[src/sv/s2b_pkg.sv]
// Package with shared types and helpers for the spline to Bezier segment converter.
`default_nettype none
package s2b_pkg;

	// Phase of the spline being taken: no point yet, one point, two or more points.
	typedef enum logic [1:0] {
		PH_EMPTY = 2'd0,
		PH_ONE   = 2'd1,
		PH_MANY  = 2'd2
	} s2b_phase_t;

	typedef struct packed {
		logic signed [31:0] ctrl1_x;
		logic signed [31:0] ctrl1_y;
		logic signed [31:0] ctrl2_x;
		logic signed [31:0] ctrl2_y;
		logic signed [31:0] end_x;
		logic signed [31:0] end_y;
		logic               too_few_points;
		logic               final_segment;
	} s2b_seg_t;

	typedef struct packed {
		logic signed [15:0] delta_x;
		logic signed [15:0] delta_y;
		logic               last_point;
	} s2b_point_t;

	// Halve, truncating toward zero: add the sign bit, then shift arithmetically.
	function automatic logic signed [31:0] half32(input logic signed [31:0] v);
		logic signed [31:0] t;
		t = v + {31'd0, v[31]};
		return t >>> 1;
	endfunction

endpackage
`default_nettype wire

[src/sv/s2b_point_if.sv]
// Input channel carrying one displacement item per handshake.
`default_nettype none
interface s2b_point_if;
	logic               valid;
	logic               ready;
	logic signed [15:0] delta_x;
	logic signed [15:0] delta_y;
	logic               last_point;

	modport source (output valid, delta_x, delta_y, last_point, input ready);
	modport sink   (input valid, delta_x, delta_y, last_point, output ready);
endinterface
`default_nettype wire

[src/sv/s2b_seg_if.sv]
// Output channel carrying one Bezier segment item per handshake.
`default_nettype none
interface s2b_seg_if;
	logic               valid;
	logic               ready;
	logic signed [31:0] ctrl1_x;
	logic signed [31:0] ctrl1_y;
	logic signed [31:0] ctrl2_x;
	logic signed [31:0] ctrl2_y;
	logic signed [31:0] end_x;
	logic signed [31:0] end_y;
	logic               too_few_points;
	logic               final_segment;

	modport source (output valid, ctrl1_x, ctrl1_y, ctrl2_x, ctrl2_y, end_x, end_y,
		too_few_points, final_segment, input ready);
	modport sink   (input valid, ctrl1_x, ctrl1_y, ctrl2_x, ctrl2_y, end_x, end_y,
		too_few_points, final_segment, output ready);
endinterface
`default_nettype wire

[src/sv/s2b_calc.sv]
// Spline state and the segment arithmetic for one point.
`default_nettype none
module s2b_calc (
	input  wire logic              clk,
	input  wire logic              arst_n,
	input  wire logic              apply,
	input  wire s2b_pkg::s2b_point_t point,
	output logic                   has_result,
	output s2b_pkg::s2b_seg_t      seg
);

	s2b_pkg::s2b_phase_t phase_q, phase_d;
	logic signed [31:0]  prev_x_q, prev_y_q, pen_x_q, pen_y_q;
	logic signed [31:0]  prev_x_d, prev_y_d, pen_x_d, pen_y_d;

	logic signed [31:0] dx, dy, dxa, dya, px, py, mx, my;

	always_comb begin
		dx  = {{16{point.delta_x[15]}}, point.delta_x};
		dy  = {{16{point.delta_y[15]}}, point.delta_y};
		// take one extra unit off a negative displacement
		dxa = dx - {31'd0, dx[31]};
		dya = dy - {31'd0, dy[31]};
		px  = prev_x_q + dxa;
		py  = prev_y_q + dya;
		mx  = s2b_pkg::half32(prev_x_q + px);
		my  = s2b_pkg::half32(prev_y_q + py);
	end

	always_ff @(posedge clk or negedge arst_n) begin
		if (!arst_n) begin
			phase_q  <= s2b_pkg::PH_EMPTY;
			prev_x_q <= '0;
			prev_y_q <= '0;
			pen_x_q  <= '0;
			pen_y_q  <= '0;
		end else if (apply) begin
			phase_q  <= phase_d;
			prev_x_q <= prev_x_d;
			prev_y_q <= prev_y_d;
			pen_x_q  <= pen_x_d;
			pen_y_q  <= pen_y_d;
		end
	end

	always_comb begin
		phase_d    = s2b_pkg::PH_MANY;
		prev_x_d   = px;
		prev_y_d   = py;
		pen_x_d    = mx;
		pen_y_d    = my;
		has_result = 1'b1;
		seg        = '0;
		seg.final_segment = point.last_point;
		unique case (phase_q)
			s2b_pkg::PH_EMPTY: begin
				prev_x_d = dx;
				prev_y_d = dy;
				pen_x_d  = '0;
				pen_y_d  = '0;
				phase_d  = s2b_pkg::PH_ONE;
				has_result = point.last_point;
				seg.too_few_points = point.last_point;
			end
			s2b_pkg::PH_ONE: begin
				seg.ctrl1_x = s2b_pkg::half32(prev_x_q);
				seg.ctrl1_y = -s2b_pkg::half32(prev_y_q);
				if (point.last_point) begin
					seg.ctrl2_x = mx;
					seg.ctrl2_y = -my;
					seg.end_x   = px;
					seg.end_y   = -py;
				end else begin
					seg.ctrl2_x = prev_x_q;
					seg.ctrl2_y = -prev_y_q;
					seg.end_x   = mx;
					seg.end_y   = -my;
				end
			end
			default: begin
				seg.ctrl1_x = prev_x_q - pen_x_q;
				seg.ctrl1_y = pen_y_q - prev_y_q;
				if (point.last_point) begin
					seg.ctrl2_x = mx - pen_x_q;
					seg.ctrl2_y = pen_y_q - my;
					seg.end_x   = px - pen_x_q;
					seg.end_y   = pen_y_q - py;
				end else begin
					seg.ctrl2_x = prev_x_q - pen_x_q;
					seg.ctrl2_y = pen_y_q - prev_y_q;
					seg.end_x   = mx - pen_x_q;
					seg.end_y   = pen_y_q - my;
				end
			end
		endcase
		// end of spline: return to the reset state
		if (point.last_point) begin
			phase_d  = s2b_pkg::PH_EMPTY;
			prev_x_d = '0;
			prev_y_d = '0;
			pen_x_d  = '0;
			pen_y_d  = '0;
		end
	end

endmodule
`default_nettype wire

[src/sv/spline_to_bezier_segments.sv]
// Top level of the spline to Bezier segment converter.
// Takes one relative displacement item per cycle while the sink keeps up, and gives at
// most one relative cubic Bezier segment item for it. An item passes an input register,
// the segment arithmetic against the spline state, and an output register, where the
// segment is valid until the sink takes it; one item per cycle is sustained while the
// sink is ready. The output register holds a segment while the sink stalls; items that
// give no segment (the first point of a spline of two or more points) retire without
// waiting on the output side.
`default_nettype none
module spline_to_bezier_segments (
	input  wire logic clk,
	input  wire logic arst_n,
	s2b_point_if.sink points,
	s2b_seg_if.source segments
);

	logic                valid_s1;
	s2b_pkg::s2b_point_t point_s1;
	logic                has_result;
	s2b_pkg::s2b_seg_t   seg_calc;
	s2b_pkg::s2b_seg_t   seg_q;
	logic                out_valid_q;
	logic                advance;

	assign advance = valid_s1 && (!has_result || !out_valid_q || segments.ready);
	assign points.ready = !valid_s1 || advance;

	always_ff @(posedge clk or negedge arst_n) begin
		if (!arst_n) begin
			valid_s1 <= 1'b0;
		end else if (points.ready) begin
			valid_s1 <= points.valid;
		end
	end

	always_ff @(posedge clk) begin
		if (points.ready && points.valid) begin
			point_s1.delta_x    <= points.delta_x;
			point_s1.delta_y    <= points.delta_y;
			point_s1.last_point <= points.last_point;
		end
	end

	s2b_calc u_calc (
		.clk        (clk),
		.arst_n     (arst_n),
		.apply      (advance),
		.point      (point_s1),
		.has_result (has_result),
		.seg        (seg_calc)
	);

	always_ff @(posedge clk or negedge arst_n) begin
		if (!arst_n) begin
			out_valid_q <= 1'b0;
		end else if (advance && has_result) begin
			out_valid_q <= 1'b1;
		end else if (segments.ready) begin
			out_valid_q <= 1'b0;
		end
	end

	always_ff @(posedge clk) begin
		if (advance && has_result) begin
			seg_q <= seg_calc;
		end
	end

	assign segments.valid          = out_valid_q;
	assign segments.ctrl1_x        = seg_q.ctrl1_x;
	assign segments.ctrl1_y        = seg_q.ctrl1_y;
	assign segments.ctrl2_x        = seg_q.ctrl2_x;
	assign segments.ctrl2_y        = seg_q.ctrl2_y;
	assign segments.end_x          = seg_q.end_x;
	assign segments.end_y          = seg_q.end_y;
	assign segments.too_few_points = seg_q.too_few_points;
	assign segments.final_segment  = seg_q.final_segment;

endmodule
`default_nettype wire

[src/flat_wrapper.sv]
// flat-port wrapper written by rule: the top's interface ports become plain ports
module spline_to_bezier_segments_flat 
  (clk, arst_n, points_valid, points_delta_x, points_delta_y, points_last_point, points_ready, segments_valid, segments_ctrl1_x, segments_ctrl1_y, segments_ctrl2_x, segments_ctrl2_y, segments_end_x, segments_end_y, segments_too_few_points, segments_final_segment, segments_ready);
  s2b_point_if points_i ();
  s2b_seg_if segments_i ();
  input  wire logic clk;
  input  wire logic arst_n;
  input wire logic [$bits(points_i.valid)-1:0] points_valid;
  input wire logic [$bits(points_i.delta_x)-1:0] points_delta_x;
  input wire logic [$bits(points_i.delta_y)-1:0] points_delta_y;
  input wire logic [$bits(points_i.last_point)-1:0] points_last_point;
  output wire logic [$bits(points_i.ready)-1:0] points_ready;
  output wire logic [$bits(segments_i.valid)-1:0] segments_valid;
  output wire logic [$bits(segments_i.ctrl1_x)-1:0] segments_ctrl1_x;
  output wire logic [$bits(segments_i.ctrl1_y)-1:0] segments_ctrl1_y;
  output wire logic [$bits(segments_i.ctrl2_x)-1:0] segments_ctrl2_x;
  output wire logic [$bits(segments_i.ctrl2_y)-1:0] segments_ctrl2_y;
  output wire logic [$bits(segments_i.end_x)-1:0] segments_end_x;
  output wire logic [$bits(segments_i.end_y)-1:0] segments_end_y;
  output wire logic [$bits(segments_i.too_few_points)-1:0] segments_too_few_points;
  output wire logic [$bits(segments_i.final_segment)-1:0] segments_final_segment;
  input wire logic [$bits(segments_i.ready)-1:0] segments_ready;
  assign points_i.valid = points_valid;
  assign points_i.delta_x = points_delta_x;
  assign points_i.delta_y = points_delta_y;
  assign points_i.last_point = points_last_point;
  assign points_ready = points_i.ready;
  assign segments_valid = segments_i.valid;
  assign segments_ctrl1_x = segments_i.ctrl1_x;
  assign segments_ctrl1_y = segments_i.ctrl1_y;
  assign segments_ctrl2_x = segments_i.ctrl2_x;
  assign segments_ctrl2_y = segments_i.ctrl2_y;
  assign segments_end_x = segments_i.end_x;
  assign segments_end_y = segments_i.end_y;
  assign segments_too_few_points = segments_i.too_few_points;
  assign segments_final_segment = segments_i.final_segment;
  assign segments_i.ready = segments_ready;
  spline_to_bezier_segments u_core (.clk(clk), .arst_n(arst_n), .points(points_i), .segments(segments_i));
endmodule
[config.mk]
export PLATFORM = sky130hd
export DESIGN_NAME = spline_to_bezier_segments_flat
export DESIGN_NICKNAME = d
export VERILOG_FILES = /design/src/sv/s2b_pkg.sv /design/src/sv/s2b_point_if.sv /design/src/sv/s2b_seg_if.sv /design/src/sv/s2b_calc.sv /design/src/sv/spline_to_bezier_segments.sv /design/src/flat_wrapper.sv
export SDC_FILE = /design/constraint.sdc
export NUM_CORES = 2
export LEC_CHECK = 0
export BUFFER_PORTS_ARGS = -buffer_cell sky130_fd_sc_hd__clkbuf_2
export CAP_MARGIN = 0
export CORE_ASPECT_RATIO = 0.5
export CORE_MARGIN = 1.5
export CORE_UTILIZATION = 57
export CTS_CLUSTER_SIZE = 20
export DETAILED_ROUTE_END_ITERATION = 16
export GPL_TIMING_DRIVEN = 0
export PLACE_DENSITY = 0.79
export SLEW_MARGIN = 10
export SYNTH_ARGS = -nofsm -noshare
export SYNTH_HDL_FRONTEND = slang
export SYNTH_SLANG_ARGS = --single-unit
export TNS_END_PERCENT = 1
[constraint.sdc]
create_clock -name clk -period 11 [get_ports clk]
set_input_delay 1.65 -clock clk [delete_from_list [all_inputs] [get_ports clk]]
set_output_delay 1.65 -clock clk [all_outputs]
set_load 0.02 [all_outputs]
==> metrics.txt <==
violated checks max-capacitance violations, max-slew violations; leading register cell type out of synthesis edfxtp_1; most frequent cell after synthesis nand2_1; via count of the first global-routing pass 36.3k; share of final-layout standard cells stronger than drive strength 1 10.7%; sum of overflow across all layers after global routing 0; cell with the largest stage delay on the worst path xnor2_1; Buf+Inv Stages, Crit Path 3; RSZ-0062 raised after global routing yes; number of cells on the worst reg-to-reg path 40; clock transition at the registers of the reported paths 0.07 ns; share of async-settable or async-resettable flops after synthesis 36.4%; hpwl dp 130,000 um; width of the die 365 um; Longest Clk Path Bufs 3; post-route ant nets 0; DRT iter0 DRCs 6,508; Post-Layout Inst Area 0.0419 sq mm; cell area after placement 0.0397 sq mm; YS warnings 0; number of maximum-capacitance constraint violations 1; Req. time, crit path 11.35 ns; number of enable flip-flop cells after synthesis 227; final weighted congestion in routability-driven placement 1.09; post-synth net total 4,978; final-layout worst hold slack 0.463 ns; Crit Path Class flip-flop to flip-flop; Starting Density 57.5%; Post-Syn Instances 4,579; Unique masters post-synth 110; HP Class flip-flop to flip-flop; dominant cell type by area after synthesis edfxtp_1; setup clock skew after layout 0.0373 ns; quantity of I/O buffers inserted on ports 232; number of failing hold endpoints at the final stage 0; CTS Buf Count 37; max-slew headroom at the worst pin -2.72%; most frequent cell on the critical path ha_1; CTS H-Tree Depth 2; total clock sinks 357; number of max-slew violations in the final report 11; post-synthesis instance area 0.0372 sq mm; Avg Inst Size Synth 8.13 sq um; maximum net fanout on the critical path 5; global-route wire length before repair 237,000 um; share of Yosys cell area claimed by the top area cell type 18.3%; number of stages on the worst hold path 0; count of state elements after synthesis 357; detailed-router iteration count before antenna repair 6; highest achievable clock rate 0.0913 GHz; average vias per placed instance 6.86; kind of cell adding the most delay to the critical path compound AO/OA/AOI/OAI gates; Ports 233; root buffer selected by CTS clkbuf_16; pin count of the biggest net entering global routing 82; final period demand of the worst path 10.95 ns; Total Routed Length 168,000 um; capturing element type of the critical path flip-flop; slew at the pin closest to its max-slew limit 1.54 ns; number of gates on the worst path with buffers counted 40; number of failing setup endpoints in the final timing report 0; sequential-to-total area share from yosys stat 27.0%; CTS tree built; core area 0.0648 sq mm; Post-route DRC 0; most common library cells after synthesis 479 x nand2_1, 360 x o21ai_0, 352 x ha_1, 341 x nor2_1, 330 x a21oi_1; DIE AREA 0.0670 sq mm; result of the run complete, but fails checks; cell types with the largest area share after synthesis edfxtp_1 18%, ha_1 12%, dfrtp_1 8.7%; final worst setup slack 0.0529 ns; row count 66; global-route usage over all layers 48.4%; number of antenna violations at the first check in global routing 10; portion of the clock cycle consumed by the worst path in the final layout 99.5%; startpoint type of the worst setup path flip-flop; area added between synthesis and finish 12.6%; Final Net Count 5,283; later-pin clock latency in the skew report 0.63 ns; largest incremental delay on the critical path 0.64 ns; post-place setup slack -1.96 ns; number of vias after detailed routing 39.8k; die height 184 um; routed len/inst 28.9 um; arrival time of the worst setup path 11.30 ns
[layout by cell type, fill, tap and decap left out, drive strengths merged, types with 56 or more instances in the layout]
master  netlist  layout
nand2       479     479
clkbuf      157     423
o21ai       370     370
ha          352     352
nor2        341     341
a21oi       331     331
inv         321     325
xnor2       319     319
edfxtp      227     227
xor2        158     158
a21o        148     148
nand3       137     137
dfrtp       130     130
nor3         86      86
buf          23      66
mux2i        57      57
o21a         56      56
[worst paths after layout]
kind                       slack [ns]                            end           startpoint
max                              0.05    u_core.segments.ctrl2_x[30]  u_core.point_s1[32]
min                              0.46  u_core.segments.final_segment   u_core.point_s1[0]
max reg2reg                      0.05    u_core.segments.ctrl2_x[30]  u_core.point_s1[32]
min reg2reg                      0.46  u_core.segments.final_segment   u_core.point_s1[0]
max in group asynchronous        8.93      u_core.u_calc.prev_y_q[5]               arst_n
min in group asynchronous        0.99     u_core.u_calc.prev_x_q[26]               arst_n
[flip-flops by register name, summed over array words and instances (netlist names)]
| name | cells |
|---|---|
| u_core.segments.ctrl1_x | 32 |
| u_core.u_calc.prev_x_q | 32 |
| u_core.segments.ctrl2_x | 32 |
| u_core.segments.ctrl2_y | 32 |
| u_core.u_calc.phase_q | 2 |
| u_core.segments.end_y | 32 |
| u_core.segments.too_few_points | 1 |
| u_core.segments.ctrl1_y | 32 |
| u_core.segments.end_x | 32 |
| u_core.point_s1 | 33 |
| u_core.u_calc.pen_x_q | 31 |
| u_core.segments.final_segment | 1 |
| u_core.u_calc.prev_y_q | 32 |
| u_core.valid_s1 | 1 |
| u_core.segments.valid | 1 |
| u_core.u_calc.pen_y_q | 31 |
[per-stage QoR]
stage	utilization, %	setup TNS (ns)	cells
detailed placement	61.3	-86.57	5704
finish	64.7	0	5801
global route	64.7	-0.502	5797
global placement	61.0	-70.70	5695
floorplan	-	0	4579
CTS	63.9	0	5784
[per-layer routing]
| metal | track usage, % | share of wire [%] |
|---|---|---|
| met1 | 66.2 | 39 |
| met2 | 66.0 | 39 |
| met3 | 20.2 | 17 |
| met4 | 20.9 | 5.1 |
| met5 | 0 | 0.013 |
[kinds of logic after synthesis]
| family | synth area share (%) |
|---|---|
| and+or+nand+nor | 18.7 |
| AOI/OAI and AO/OA | 23.7 |
| buffers and inverters | 5.11 |
| xor gates and xnor gates | 11.3 |
| adders and majority gates | 12.4 |
| DFF | 27.0 |
| muxes | 1.78 |
[what timing repair did]
action                                  CTS  global route
gates resized for setup                  62            69
hold buffers                              0             0
gates cloned                              0             0
buffers inserted                         15            18
endpoints found under the setup margin   89            58
pin swaps                                11            17
[final cells by class]
cell class | count | area, sq um
Antenna cell | 4 | 10.0
Buffer | 172 | 682
Clock buffer | 43 | 958
Clock inverter | 25 | 283
Fill cell | 5558 | 22900
Inverter | 322 | 1210
Multi-Input combinational cell | 3720 | 26000
Sequential cell | 357 | 10100
Tap cell | 884 | 1110
Timing Repair Buffer | 274 | 1610
Power is not shown: default switching activity piles up to over one toggle a cycle in this logic, so the estimate is an artifact.
